`src/rtl/pssd_pkg.sv`:
```
`default_nettype none
package pssd_pkg;

   localparam int WINDOW_MAX = 16;
   localparam int SLOT_W = $clog2(WINDOW_MAX);
   localparam int WIN_W = $clog2(WINDOW_MAX + 1);

   localparam int SAMPLE_W = 10;
   localparam int SECTOR_W = 10;
   localparam int SUM_W = SAMPLE_W + SLOT_W;

   localparam int DIV_N = (SUM_W > 11) ? SUM_W : 11;
   localparam int DIV_D = 11;
   localparam int DIV_CNT_W = $clog2(DIV_N + 1);

   localparam int WINDOW_CFG_W = 5;
   localparam int SECTOR_CFG_W = 10;
   localparam int CSR_IDX_W = 1;
   localparam int CSR_DATA_W = 10;

   localparam logic [CSR_IDX_W-1:0] CSR_WINDOW_SIZE = 1'b0;
   localparam logic [CSR_IDX_W-1:0] CSR_SECTOR_COUNT = 1'b1;

   localparam logic [WINDOW_CFG_W-1:0] WINDOW_RESET = 5'd8;
   localparam logic [SECTOR_CFG_W-1:0] SECTOR_RESET = 10'd8;
   localparam logic [SECTOR_CFG_W-1:0] SECTOR_DEFAULT = 10'd1023;
   localparam logic [SAMPLE_W-1:0] VALUE_MAX = 10'd1023;
   localparam int FULL_SCALE = 1024;
   localparam logic [SAMPLE_W-1:0] CHANGE_LIMIT = 10'd2;

   typedef struct packed {
      logic             start;
      logic [DIV_N-1:0] dividend;
      logic [DIV_D-1:0] divisor;
   } div_req_type;

   typedef struct packed {
      logic             done;
      logic [DIV_N-1:0] quotient;
   } div_rsp_type;

endpackage
`default_nettype wire

```
`src/rtl/pssd_req_if.sv`:
```
`default_nettype none
interface pssd_req_if;
   logic                          valid;
   logic                          ready;
   logic [pssd_pkg::SAMPLE_W-1:0] sample;

   modport source (output valid, output sample, input ready);
   modport sink (input valid, input sample, output ready);
endinterface
`default_nettype wire

```
`src/rtl/pssd_rsp_if.sv`:
```
`default_nettype none
interface pssd_rsp_if;
   logic                          valid;
   logic                          ready;
   logic [pssd_pkg::SAMPLE_W-1:0] smooth_value;
   logic [pssd_pkg::SECTOR_W-1:0] sector;
   logic                          changed;
   logic                          new_sector;

   modport source (output valid, output smooth_value, output sector, output changed,
                   output new_sector, input ready);
   modport sink (input valid, input smooth_value, input sector, input changed,
                 input new_sector, output ready);
endinterface
`default_nettype wire

```
`src/rtl/pot_smoothing_sector_detector.sv`:
```
`default_nettype none
// Channel  Dir  Payload                                     Transfer
// req      in   sample                                      valid & ready
// rsp      out  smooth_value, sector, changed, new_sector   valid & ready
// csr      in   csr_index, csr_data                         csr_we
//
// One sample is handled at a time: after an input transfer the block sweeps the sample ring memory,
// one read a cycle, then makes three passes of the shared radix-2 divider before the next transfer.
// Synchronous reset clears the ring valid bits, the counters and the reported values.
// A result waiting in the output register does not stop the next sample from
// entering; only the final load waits for the output register to be free.
module pot_smoothing_sector_detector (
   input  wire logic                               clock,
   input  wire logic                               reset,
   pssd_req_if.sink                                req,
   pssd_rsp_if.source                              rsp,
   input  wire logic                               csr_we,
   input  wire logic [pssd_pkg::CSR_IDX_W-1:0]     csr_index,
   input  wire logic [pssd_pkg::CSR_DATA_W-1:0]    csr_data
);

   localparam logic [3:0] S_IDLE      = 4'd0;
   localparam logic [3:0] S_WRITE     = 4'd1;
   localparam logic [3:0] S_READ      = 4'd2;
   localparam logic [3:0] S_SUMEND    = 4'd3;
   localparam logic [3:0] S_AVG_GO    = 4'd4;
   localparam logic [3:0] S_AVG_WAIT  = 4'd5;
   localparam logic [3:0] S_STEP_GO   = 4'd6;
   localparam logic [3:0] S_STEP_WAIT = 4'd7;
   localparam logic [3:0] S_SEC_GO    = 4'd8;
   localparam logic [3:0] S_SEC_WAIT  = 4'd9;
   localparam logic [3:0] S_DONE      = 4'd10;

   logic [pssd_pkg::WINDOW_CFG_W-1:0] window_size_ff;
   logic [pssd_pkg::SECTOR_CFG_W-1:0] sector_count_ff;

   logic [3:0]                       state_ff, state_in;
   logic [pssd_pkg::SLOT_W-1:0]      slot_ff, slot_in;
   logic [pssd_pkg::SLOT_W-1:0]      fill_ff, fill_in;
   logic [pssd_pkg::SLOT_W-1:0]      cnt_ff, cnt_in;
   logic [pssd_pkg::WINDOW_MAX-1:0]  valid_ff, valid_in;
   logic                             rd_pend_ff;
   logic                             rd_ok_ff;
   logic [pssd_pkg::SAMPLE_W-1:0]    sample_ff, sample_in;
   logic [pssd_pkg::SUM_W-1:0]       sum_ff, sum_in;
   logic [pssd_pkg::SAMPLE_W-1:0]    avg_ff, avg_in;
   logic [pssd_pkg::DIV_D-1:0]       step_ff, step_in;
   logic [pssd_pkg::SECTOR_W-1:0]    sec_ff, sec_in;
   logic [pssd_pkg::SAMPLE_W-1:0]    reported_ff, reported_in;
   logic [pssd_pkg::SECTOR_W-1:0]    prev_sec_ff, prev_sec_in;
   logic                             rsp_valid_ff, rsp_valid_in;
   logic [pssd_pkg::SAMPLE_W-1:0]    out_value_ff, out_value_in;
   logic [pssd_pkg::SECTOR_W-1:0]    out_sector_ff, out_sector_in;
   logic                             out_changed_ff, out_changed_in;
   logic                             out_new_ff, out_new_in;

   logic [pssd_pkg::WIN_W-1:0]        win;
   logic [pssd_pkg::SLOT_W-1:0]       win_m1;
   logic [pssd_pkg::SECTOR_CFG_W-1:0] sectors;
   logic [pssd_pkg::SAMPLE_W-1:0]     diff;
   logic                              accept;
   logic                              load;
   logic                              ram_we;
   logic [pssd_pkg::SAMPLE_W-1:0]     ram_rdata;

   pssd_pkg::div_req_type div_req;
   pssd_pkg::div_rsp_type div_rsp;

   pssd_ram #(
      .WIDTH (pssd_pkg::SAMPLE_W),
      .DEPTH (pssd_pkg::WINDOW_MAX)
   ) u_ring (
      .clock (clock),
      .we    (ram_we),
      .waddr (slot_ff),
      .wdata (sample_ff),
      .raddr (cnt_ff),
      .rdata (ram_rdata)
   );

   pssd_div u_div (
      .clock   (clock),
      .reset   (reset),
      .div_req (div_req),
      .div_rsp (div_rsp)
   );

   always_ff @(posedge clock) begin
      if (reset) begin
         window_size_ff <= pssd_pkg::WINDOW_RESET;
         sector_count_ff <= pssd_pkg::SECTOR_RESET;
      end else if (csr_we) begin
         unique case (csr_index)
            pssd_pkg::CSR_WINDOW_SIZE: begin
               window_size_ff <= csr_data[pssd_pkg::WINDOW_CFG_W-1:0];
            end
            pssd_pkg::CSR_SECTOR_COUNT: begin
               sector_count_ff <= csr_data[pssd_pkg::SECTOR_CFG_W-1:0];
            end
            default: begin
            end
         endcase
      end
   end

   always_comb begin
      if (window_size_ff == '0) begin
         win = pssd_pkg::WIN_W'(1);
      end else if (window_size_ff > pssd_pkg::WINDOW_MAX) begin
         win = pssd_pkg::WIN_W'(pssd_pkg::WINDOW_MAX);
      end else begin
         win = pssd_pkg::WIN_W'(window_size_ff);
      end
      win_m1 = pssd_pkg::SLOT_W'(win - pssd_pkg::WIN_W'(1));
      sectors = (sector_count_ff == '0) ? pssd_pkg::SECTOR_DEFAULT : sector_count_ff;
   end

   assign accept = (state_ff == S_IDLE) && req.valid;
   assign load = (state_ff == S_DONE) && (!rsp_valid_ff || rsp.ready);
   assign ram_we = (state_ff == S_WRITE);
   assign diff = (avg_ff > reported_ff) ? (avg_ff - reported_ff) : (reported_ff - avg_ff);

   always_comb begin
      div_req.start = (state_ff == S_AVG_GO) || (state_ff == S_STEP_GO)
                      || (state_ff == S_SEC_GO);
      unique case (state_ff)
         S_STEP_GO: begin
            div_req.dividend = pssd_pkg::DIV_N'(pssd_pkg::FULL_SCALE);
            div_req.divisor = pssd_pkg::DIV_D'(sectors);
         end
         S_SEC_GO: begin
            div_req.dividend = pssd_pkg::DIV_N'(avg_ff);
            div_req.divisor = step_ff;
         end
         default: begin
            div_req.dividend = pssd_pkg::DIV_N'(sum_ff);
            div_req.divisor = pssd_pkg::DIV_D'(fill_ff) + pssd_pkg::DIV_D'(1);
         end
      endcase
   end

   always_comb begin
      state_in = state_ff;
      slot_in = slot_ff;
      fill_in = fill_ff;
      cnt_in = cnt_ff;
      valid_in = valid_ff;
      sample_in = sample_ff;
      sum_in = sum_ff;
      avg_in = avg_ff;
      step_in = step_ff;
      sec_in = sec_ff;
      reported_in = reported_ff;
      prev_sec_in = prev_sec_ff;
      rsp_valid_in = rsp_valid_ff && !rsp.ready;
      out_value_in = out_value_ff;
      out_sector_in = out_sector_ff;
      out_changed_in = out_changed_ff;
      out_new_in = out_new_ff;

      if (rd_pend_ff && rd_ok_ff) begin
         sum_in = sum_ff + pssd_pkg::SUM_W'(ram_rdata);
      end

      unique case (state_ff)
         S_IDLE: begin
            if (accept) begin
               sample_in = req.sample;
               sum_in = '0;
               cnt_in = '0;
               slot_in = (pssd_pkg::WIN_W'(slot_ff) >= win) ? '0 : slot_ff;
               fill_in = (fill_ff > win_m1) ? win_m1 : fill_ff;
               state_in = S_WRITE;
            end
         end
         S_WRITE: begin
            valid_in[slot_ff] = 1'b1;
            state_in = S_READ;
         end
         S_READ: begin
            if (cnt_ff == fill_ff) begin
               state_in = S_SUMEND;
            end else begin
               cnt_in = cnt_ff + pssd_pkg::SLOT_W'(1);
            end
         end
         S_SUMEND: begin
            state_in = S_AVG_GO;
         end
         S_AVG_GO: begin
            state_in = S_AVG_WAIT;
         end
         S_AVG_WAIT: begin
            if (div_rsp.done) begin
               avg_in = (div_rsp.quotient > pssd_pkg::DIV_N'(pssd_pkg::VALUE_MAX))
                        ? pssd_pkg::VALUE_MAX
                        : div_rsp.quotient[pssd_pkg::SAMPLE_W-1:0];
               if (fill_ff < win_m1) begin
                  fill_in = fill_ff + pssd_pkg::SLOT_W'(1);
               end
               if ((pssd_pkg::WIN_W'(slot_ff) + pssd_pkg::WIN_W'(1)) >= win) begin
                  slot_in = '0;
               end else begin
                  slot_in = slot_ff + pssd_pkg::SLOT_W'(1);
               end
               state_in = S_STEP_GO;
            end
         end
         S_STEP_GO: begin
            state_in = S_STEP_WAIT;
         end
         S_STEP_WAIT: begin
            if (div_rsp.done) begin
               step_in = div_rsp.quotient[pssd_pkg::DIV_D-1:0];
               state_in = S_SEC_GO;
            end
         end
         S_SEC_GO: begin
            state_in = S_SEC_WAIT;
         end
         S_SEC_WAIT: begin
            if (div_rsp.done) begin
               sec_in = (div_rsp.quotient > pssd_pkg::DIV_N'(pssd_pkg::VALUE_MAX))
                        ? pssd_pkg::VALUE_MAX
                        : div_rsp.quotient[pssd_pkg::SECTOR_W-1:0];
               state_in = S_DONE;
            end
         end
         S_DONE: begin
            if (load) begin
               rsp_valid_in = 1'b1;
               out_value_in = avg_ff;
               out_sector_in = sec_ff;
               out_changed_in = diff > pssd_pkg::CHANGE_LIMIT;
               out_new_in = sec_ff != prev_sec_ff;
               if (diff > pssd_pkg::CHANGE_LIMIT) begin
                  reported_in = avg_ff;
               end
               prev_sec_in = sec_ff;
               state_in = S_IDLE;
            end
         end
         default: begin
            state_in = S_IDLE;
         end
      endcase
   end

   always_ff @(posedge clock) begin
      if (reset) begin
         state_ff <= S_IDLE;
         slot_ff <= '0;
         fill_ff <= '0;
         cnt_ff <= '0;
         valid_ff <= '0;
         rd_pend_ff <= 1'b0;
         reported_ff <= '0;
         prev_sec_ff <= '0;
         rsp_valid_ff <= 1'b0;
      end else begin
         state_ff <= state_in;
         slot_ff <= slot_in;
         fill_ff <= fill_in;
         cnt_ff <= cnt_in;
         valid_ff <= valid_in;
         rd_pend_ff <= (state_ff == S_READ);
         reported_ff <= reported_in;
         prev_sec_ff <= prev_sec_in;
         rsp_valid_ff <= rsp_valid_in;
      end
   end

   always_ff @(posedge clock) begin
      rd_ok_ff <= valid_ff[cnt_ff];
      sample_ff <= sample_in;
      sum_ff <= sum_in;
      avg_ff <= avg_in;
      step_ff <= step_in;
      sec_ff <= sec_in;
      out_value_ff <= out_value_in;
      out_sector_ff <= out_sector_in;
      out_changed_ff <= out_changed_in;
      out_new_ff <= out_new_in;
   end

   assign req.ready = (state_ff == S_IDLE);
   assign rsp.valid = rsp_valid_ff;
   assign rsp.smooth_value = out_value_ff;
   assign rsp.sector = out_sector_ff;
   assign rsp.changed = out_changed_ff;
   assign rsp.new_sector = out_new_ff;

   a_fill_in_window: assert property (@(posedge clock) disable iff (reset)
      (state_ff != S_IDLE && state_ff != S_DONE && state_ff != S_STEP_GO
       && state_ff != S_STEP_WAIT && state_ff != S_SEC_GO && state_ff != S_SEC_WAIT)
      |-> (fill_ff <= win_m1))
      else $error("fill count beyond the window during a sample");

   a_load_free: assert property (@(posedge clock) disable iff (reset)
      (rsp_valid_ff && !rsp.ready) |=> !$changed(out_value_ff) && rsp_valid_ff)
      else $error("waiting result overwritten before its transfer");

   a_div_done_wait: assert property (@(posedge clock) disable iff (reset)
      div_rsp.done |-> (state_ff == S_AVG_WAIT || state_ff == S_STEP_WAIT
                        || state_ff == S_SEC_WAIT))
      else $error("divider finished outside a wait state");

   a_read_pending: assert property (@(posedge clock) disable iff (reset)
      rd_pend_ff |-> (state_ff == S_READ || state_ff == S_SUMEND))
      else $error("ring read data arrived outside the sweep");

endmodule
`default_nettype wire

```
`src/rtl/pssd_ram.sv`:
```
`default_nettype none
module pssd_ram #(
   parameter int WIDTH = 8,
   parameter int DEPTH = 16
) (
   input  wire logic                     clock,
   input  wire logic                     we,
   input  wire logic [$clog2(DEPTH)-1:0] waddr,
   input  wire logic [WIDTH-1:0]         wdata,
   input  wire logic [$clog2(DEPTH)-1:0] raddr,
   output logic      [WIDTH-1:0]         rdata
);

   logic [WIDTH-1:0] mem [DEPTH];

   always_ff @(posedge clock) begin
      if (we) begin
         mem[waddr] <= wdata;
      end
      rdata <= mem[raddr];
   end

endmodule
`default_nettype wire

```
`src/rtl/pssd_div.sv`:
```
`default_nettype none
module pssd_div (
   input  wire logic                  clock,
   input  wire logic                  reset,
   input  wire pssd_pkg::div_req_type div_req,
   output pssd_pkg::div_rsp_type      div_rsp
);

   logic                           busy_ff;
   logic                           done_ff;
   logic [pssd_pkg::DIV_CNT_W-1:0] cnt_ff;
   logic [pssd_pkg::DIV_D-1:0]     rem_ff;
   logic [pssd_pkg::DIV_N-1:0]     quo_ff;
   logic [pssd_pkg::DIV_D-1:0]     dvs_ff;

   logic [pssd_pkg::DIV_D:0] trial;
   logic [pssd_pkg::DIV_D:0] diff;
   logic                     ge;

   always_comb begin
      trial = {rem_ff, quo_ff[pssd_pkg::DIV_N-1]};
      ge = trial >= {1'b0, dvs_ff};
      diff = trial - {1'b0, dvs_ff};
   end

   always_ff @(posedge clock) begin
      if (reset) begin
         busy_ff <= 1'b0;
         done_ff <= 1'b0;
         cnt_ff <= '0;
      end else begin
         done_ff <= 1'b0;
         if (div_req.start) begin
            busy_ff <= 1'b1;
            cnt_ff <= pssd_pkg::DIV_CNT_W'(pssd_pkg::DIV_N);
         end else if (busy_ff) begin
            cnt_ff <= cnt_ff - pssd_pkg::DIV_CNT_W'(1);
            if (cnt_ff == pssd_pkg::DIV_CNT_W'(1)) begin
               busy_ff <= 1'b0;
               done_ff <= 1'b1;
            end
         end
      end
   end

   always_ff @(posedge clock) begin
      if (div_req.start) begin
         rem_ff <= '0;
         quo_ff <= div_req.dividend;
         dvs_ff <= div_req.divisor;
      end else if (busy_ff) begin
         rem_ff <= ge ? diff[pssd_pkg::DIV_D-1:0] : trial[pssd_pkg::DIV_D-1:0];
         quo_ff <= {quo_ff[pssd_pkg::DIV_N-2:0], ge};
      end
   end

   assign div_rsp.done = done_ff;
   assign div_rsp.quotient = quo_ff;

endmodule
`default_nettype wire

```
`src/flat_wrapper.sv`:
```
// flat-port wrapper written by rule: the top's interface ports become plain ports
module pot_smoothing_sector_detector_flat 
  (clock, reset, csr_we, csr_index, csr_data, req_valid, req_sample, req_ready, rsp_valid, rsp_smooth_value, rsp_sector, rsp_changed, rsp_new_sector, rsp_ready);
  pssd_req_if req_i ();
  pssd_rsp_if rsp_i ();
  input  wire logic clock;
  input  wire logic reset;
  input  wire logic csr_we;
  input  wire logic [pssd_pkg::CSR_IDX_W-1:0] csr_index;
  input  wire logic [pssd_pkg::CSR_DATA_W-1:0] csr_data;
  input wire logic [$bits(req_i.valid)-1:0] req_valid;
  input wire logic [$bits(req_i.sample)-1:0] req_sample;
  output wire logic [$bits(req_i.ready)-1:0] req_ready;
  output wire logic [$bits(rsp_i.valid)-1:0] rsp_valid;
  output wire logic [$bits(rsp_i.smooth_value)-1:0] rsp_smooth_value;
  output wire logic [$bits(rsp_i.sector)-1:0] rsp_sector;
  output wire logic [$bits(rsp_i.changed)-1:0] rsp_changed;
  output wire logic [$bits(rsp_i.new_sector)-1:0] rsp_new_sector;
  input wire logic [$bits(rsp_i.ready)-1:0] rsp_ready;
  assign req_i.valid = req_valid;
  assign req_i.sample = req_sample;
  assign req_ready = req_i.ready;
  assign rsp_valid = rsp_i.valid;
  assign rsp_smooth_value = rsp_i.smooth_value;
  assign rsp_sector = rsp_i.sector;
  assign rsp_changed = rsp_i.changed;
  assign rsp_new_sector = rsp_i.new_sector;
  assign rsp_i.ready = rsp_ready;
  pot_smoothing_sector_detector u_core (.clock(clock), .reset(reset), .req(req_i), .rsp(rsp_i), .csr_we(csr_we), .csr_index(csr_index), .csr_data(csr_data));
endmodule
```
`config.mk`:
```
export PLATFORM = sky130hd
export DESIGN_NAME = pot_smoothing_sector_detector_flat
export DESIGN_NICKNAME = d
export VERILOG_FILES = /design/src/rtl/pssd_pkg.sv /design/src/rtl/pssd_req_if.sv /design/src/rtl/pssd_rsp_if.sv /design/src/rtl/pot_smoothing_sector_detector.sv /design/src/rtl/pssd_ram.sv /design/src/rtl/pssd_div.sv /design/src/flat_wrapper.sv
export SDC_FILE = /design/constraint.sdc
export NUM_CORES = 1
export LEC_CHECK = 0
export CORE_UTILIZATION = 32
export CTS_CLUSTER_DIAMETER = 60
export DETAILED_ROUTE_END_ITERATION = 10
export DONT_BUFFER_PORTS = 1
export SLEW_MARGIN = 40
export SYNTH_ARGS = -nofsm -noshare
export SYNTH_HDL_FRONTEND = slang
export SYNTH_SLANG_ARGS = --single-unit
```
`constraint.sdc`:
```
create_clock -name clock -period 4.6 [get_ports clock]
set_input_delay 1.15 -clock clock [delete_from_list [all_inputs] [get_ports clock]]
set_output_delay 1.15 -clock clock [all_outputs]
set_load 0.01 [all_outputs]
```
# Word-level counts from Yosys, hierarchy flattened
# Memories as Yosys holds them, arrays and structs flattened. A register that Yosys moved wholly into a read port is not among the register bits.
# Index checks and enable logic that the tools add are counted.
# word_totals
register_bits	189
latchBits	0
ram_bits	160
romBits	0
input_bits	26
output_inout_bits	24
wordCells	154
memories	1
# classes
n_addsub	11
mul	0
div_mod_pow	0
magnitude_cmp	12
eq_ne	23
shifts	0
n_mux	46
n_bitwise	3
n_reduce_logical	30
# memory_table
memory	depth	width	rd	rd_ports_with_merged_regs	write_ports	line	rtl
u_core.u_ring.mem	16	10	1	1	1	pssd_ram.sv:14	logic [WIDTH-1:0] mem [DEPTH];
# ops
operator	n
$mux W4	18
$mux W14	5
$pmux W25 S2	1
$pmux W4 S11	1
$mux W10	3
$pmux W4 S2	3
$sub A10 B10 Y10	2
$eq A4 B3 Y1 const B	4
$or A16 B16 Y16	1
$add A14 B10 Y14	1
$gt A14 B10 Y1 const B	1
$reduce_and A2 Y1	7
$add A4 B1 Y4 const B	3
$eq A4 B4 Y1 const B	3
$ge A12 B11 Y1	1
$ne A2 B1 Y1 const B	6
$mux W11	1
$sub A11 B11 Y11	1
$add A4 B1 Y5 const B	2
$gt A10 B10 Y1	1
$gt A10 B2 Y1 const B	1
$logic_not A10 Y1	1
$lt A4 B5 Y1 const B	2
$mux W1	10
28 further kinds	46

# Depth between registers and ports, before layout
# depth
ltp_word	8
ltp_mapped	12

# By module
# A second synthesis with hierarchy kept.
# unflattened
hier_cells	1317
area_unflattened_um2	16543.4
# by_module_without_submodules
mod	instances	cells_per_inst	area_each_um2	seq_area_each_um2
pot_smoothing_sector_detector	1	832	7871.3	3573.4
pssd_ram	1	279	6353.6	5004.8
pssd_div	1	206	2318.5	1091.0

# Least setup slack after synthesis
# OpenSTA, ideal clock, no wires.
# synth_path
path_type	reg-to-reg
from	register u_core.window_size_ff[2] (netlist bit)
to	register u_core.fill_ff[0] (netlist bit)
arrival_time_ps	2672
path_slack_ps	1796
path_stages_with_launch	12
n_path_buf	0
period_less_slack_ps	2804
cell_sequence	dfxtp_1 nor3_1 o21ai_0 ha_1 ha_1 nor2b_1 o21a_1 o21a_1 or3_1 a21oi_1 mux2i_1 a21oi_1
# synth_via
elab_chain_len	7
# synth_lines
item	line	rtl
from (decl)	pot_smoothing_sector_detector.sv:34	logic [pssd_pkg::WINDOW_CFG_W-1:0] window_size_ff;
from (signal assigned)	pot_smoothing_sector_detector.sv:90	window_size_ff <= pssd_pkg::WINDOW_RESET;
from (signal assigned)	pot_smoothing_sector_detector.sv:95	window_size_ff <= csr_data[pssd_pkg::WINDOW_CFG_W-1:0];
$gt A5 B5 Y1	pot_smoothing_sector_detector.sv:109	end else if (window_size_ff > pssd_pkg::WINDOW_MAX) begin
$mux W5	pot_smoothing_sector_detector.sv:109	
$mux W5 (*)	pot_smoothing_sector_detector.sv:107	if (window_size_ff == '0) begin
$sub A4 B1 Y4 (*)	pot_smoothing_sector_detector.sv:114	win_m1 = pssd_pkg::SLOT_W'(win - pssd_pkg::WIN_W'(1));
$lt A4 B4 Y1 (tied with other cells)	pot_smoothing_sector_detector.sv:198	if (fill_ff < win_m1) begin
$ne A2 B1 Y1 (no line) / $mux W4 (equally long branches)	n/a	
$reduce_and A5 Y1 (no line) / $pmux W4 S2 (equally long branches)	n/a	
to (signal assigned)	pot_smoothing_sector_detector.sv:263	fill_ff <= fill_in;
to (decl)	pot_smoothing_sector_detector.sv:39	logic [pssd_pkg::SLOT_W-1:0] fill_ff, fill_in;
# Mark *: on every way between the ends. The rest lies on a longest branch, timed or not. The select of a mux whose other input is x is not followed.
# A chain may end at the register's enable or synchronous reset.

# Worst setup path after layout
# layout_path
from	register u_core.avg_ff[0] (netlist bit)
to	register u_core.reported_ff[6] (netlist bit)
# layout_via
elab_chain_len	4
# layout_lines
item	line	rtl
from (decl)	pot_smoothing_sector_detector.sv:46	logic [pssd_pkg::SAMPLE_W-1:0] avg_ff, avg_in;
from (signal assigned)	pot_smoothing_sector_detector.sv:277	avg_ff <= avg_in;
$sub A10 B10 Y10 / $gt A10 B10 Y1 (equally long branches)	pot_smoothing_sector_detector.sv:121	assign diff = (avg_ff > reported_ff) ? (avg_ff - reported_ff) : (reported_ff - avg_ff);
$mux W10 (*)	pot_smoothing_sector_detector.sv:121	
$gt A10 B2 Y1 (*)	pot_smoothing_sector_detector.sv:236	if (diff > pssd_pkg::CHANGE_LIMIT) begin
$reduce_and A3 Y1 (no line) (*)	n/a	
to (signal assigned)	pot_smoothing_sector_detector.sv:267	reported_ff <= reported_in;
to (decl)	pot_smoothing_sector_detector.sv:49	logic [pssd_pkg::SAMPLE_W-1:0] reported_ff, reported_in;
# Mark *: on every way between the ends. The rest lies on a longest branch, timed or not.

==> run_results.csv <==
group,metric,value,unit
power_and_ir_drop,pwr-share-clk,39.0,%
drt,avgViaCountPerCell,4.97,
cts,cts.sinks,359,
critical_path,cp_max_fo,10,
drt,drt_iter0_markers,767,
sta,setup_viol,0,
sta,min_period,3260,ps
power_and_ir_drop,internal_power,5.68,mW
power_and_ir_drop,powerDensity,415,nW/um2
drt,drt_pre_antenna_iters,6,
critical_path,cp-end-kind,"flip-flop",
global_route,overflow,0,
power_and_ir_drop,p_sw,1.85,mW
global_route,antenna_found_initial,0,
synthesis,syn_area_per_cell,12.9,um2
sta,max_slew_margin,49.5,%
drt,route.vias.total,9720,
drt,drt-total-wl,34.9,mm
synthesis,syn_area,16100,um2
power_and_ir_drop,combPwrFrac,11.3,%
cts,cts_buffers,38,
floorplanning,die_y,226,um
critical_path,critPathKind,"reg2reg",
synthesis,syn_nets,1345,
hold_path,hold_path_class,"reg2reg",
floorplanning,rows,81,
synthesis,synth_warnings,0,
cts,postCtsSetupRepairBufs,0,
synthesis,synthDistinctLibCells,76,
floorplanning,pin_count,50,
cts,cts-root-buf,"clkbuf_16",
floorplanning,die_area,51200,um2
synthesis,ys_seq_area_share,60.0,%
floorplanning,coreArea,49300,um2
sta,rsz0062_at_grt,"false",
drt,drc,0,
global_route,grt_pass1_wl,55.1,mm
synthesis,syn_inst,1253,
global_route,grt_max_degree,86,
placement,place.gp.congestion,0.857,
placement,hpwlAfterDp,23.0,mm
critical_path,worst_setup_path_start_kind,"flip-flop",
cts,ctsResizeCount,0,
run,drv_cap,0,
outcome,status,"finished clean",
layout,ff_latch_area,9680,um2
cts,cts_max_level,2,
placement,portBuffers,0,
drt,drtAntennaViolNets,0,
layout,drive_gt1_share,12.2,%
floorplanning,initial_core_util,32.7,%
critical_path,worstPathArrival,3680,ps
cts,cts_buffer_depth,3,
sta,clock_skew,24.1,ps
floorplanning,dieWidth,226,um
synthesis,synth-seq-cells,359,
power_and_ir_drop,seq_power_share,49.7,%
sta,post-route-period-util,70.9,%
sta,tightest_slew,757,ps
layout,nets,1356,
power_and_ir_drop,vdd_drop_max,0.258,mV
drt,post_drt_wl_per_cell,17.8,um
layout,fillers,4739,
sta,maxSlewViolCount,0,
critical_path,worstPathRequired,5020,ps
global_route,grt_pass1_vias,9741,
synthesis,synthFlopType,"edfxtp_1",
layout,num_antenna_cells,0,
power_and_ir_drop,p_sw_share,24.5,%
sta,tns,0,ps
power_and_ir_drop,p_leak,6.20,nW
layout,multi_input_area,5970,um2
cts,holdBufCountCts,0,
global_route,grt_usage,13.9,%
layout,synthToLayoutAreaGrowth,12.7,%
sta,hold_slack,462,ps
sta,finalHoldViolations,0,
cts,clock_latency,540,ps
synthesis,synth_edf_count,248,
cts,cts_tree,"yes",
synthesis,ys_async_sr_fraction,0,%
cts,clk_pin_slew,60,ps
sta,fmax,307,MHz
layout make-up:
class                           instances  share of cell area, %
Clock buffer                           52                   5.70
Timing Repair Buffer                   25                   1.10
Multi-Input combinational cell        768                   32.9
Clock inverter                         17                  0.903
Sequential cell                       359                   53.3
Tap cell                              664                   4.58
Inverter                               72                   1.49
critical path: stages (launching register included):
cell       delay (ps)
edfxtp_1          460
inv_1              90
ha_1              160
inv_1              60
fa_1              450
xor2_1            190
a2111oi_0         470
o2111a_1          260
o2111ai_1         160
a2111oi_4         360
a211oi_2          120
buf_4             230
mux2i_1           130
routing by layer:
layer / GRT usage (%) / part of all wire, % / vias up
met5: 0 / 0 / -
met2: 24.2 / 50 / 173
met3: 2.54 / 3.8 / 46
met1: 17.8 / 45 / 4822
li1: - / - / 4679
met4: 3.47 / 1.6 / 0
cell usage in the layout, fill, tap and decap left out, drive strengths merged, types with 5 or more instances in the layout:
cell type	count
inv	74
nand2b	47
nor4	6
o211ai	5
nor3	23
dfxtp	111
o21a	6
mux2i	30
nor2	98
buf	25
a211oi	6
ha	62
or3	6
nand2	95
and3	12
a222oi	9
a31oi	6
mux4	55
and2	5
or4	5
clkinv	10
clkbuf	52
o21ai	52
edfxtp	248
xor2	16
nand3	17
a21o	12
xnor2	22
o31ai	5
a21oi	82
nor2b	10
sequential cells by signal (all words and copies together), names as in the netlist, 11 cells and up:
register	cells
u_core.step_ff	11
u_core.sum_ff	14
u_core.u_div.dvs_ff	11
u_core.u_div.quo_ff	14
u_core.u_div.rem_ff	11
u_core.u_ring.mem	160
u_core.valid_ff	16
Yosys cell counts (7+ instances only):
cell type / instances / share of area (%)
and3_1: 11 / 0.43
nor3_1: 23 / 0.71
a21o_1: 12 / 0.56
nand3_1: 17 / 0.53
xor2_1: 16 / 0.87
mux4_2: 55 / 7.7
buf_2: 9 / 0.28
buf_1: 7 / 0.16
o21ai_0: 50 / 1.6
edfxtp_1: 248 / 46
mux2i_1: 30 / 1.9
inv_1: 71 / 1.7
nor2b_1: 10 / 0.39
nand2_1: 95 / 2.2
dfxtp_1: 111 / 14
a222oi_1: 9 / 0.56
xnor2_1: 22 / 1.2
ha_1: 62 / 4.8
nand2b_1: 47 / 1.8
nor2_1: 98 / 2.3
a21oi_1: 81 / 2.5
clkbuf_1: 36 / 0.84
cells by family (layout without fill, tap and decap cells):
family | after synthesis | count (layout) | share of synthesized area [%]
compound gates | 232 | 232 | 9.35
xor+xnor | 38 | 38 | 2.07
fa+ha+maj | 66 | 66 | 5.31
buf+inv | 126 | 166 | 3.10
flops | 359 | 359 | 60.0
mux | 86 | 86 | 9.63
simple gates | 346 | 346 | 10.5
worst paths after layout:
check	from	endpoint	slack, ps	depth (start not counted)
setup / recovery	u_core.avg_ff[0]	u_core.reported_ff[6]	1340	12
hold / removal	u_core.prev_sec_ff[9]	u_core.prev_sec_ff[9]	460	2
setup reg to reg	u_core.avg_ff[0]	u_core.reported_ff[6]	1340	12
hold reg to reg	u_core.prev_sec_ff[9]	u_core.prev_sec_ff[9]	460	2
per-stage QoR:
stage	power [mW]	worst slack [ps]	std cells	instance area, um2	utilization [%]
after global routing	7.85	1140	1957	18100	36.8
after floorplan	4.45	1800	1253	16100	-
after detailed placement	4.66	1370	1888	16900	34.4
after global placement	4.63	1510	1887	16900	34.3
after CTS	7.61	1340	1957	18100	36.8
final	7.53	1340	1957	18100	36.8
power by group through the flow:
stage | logic, mW | registers (mW) | clock network (mW)
5_1_grt | 0.959 | 3.76 | 3.13
2_1_floorplan | 0.698 | 3.75 | 0
3_3_place_gp | 0.826 | 3.81 | 0
4_1_cts | 0.853 | 3.74 | 3.01
6_report | 0.851 | 3.74 | 2.94
3_5_place_dp | 0.851 | 3.81 | 0
Power figures use the tool's default switching activity.
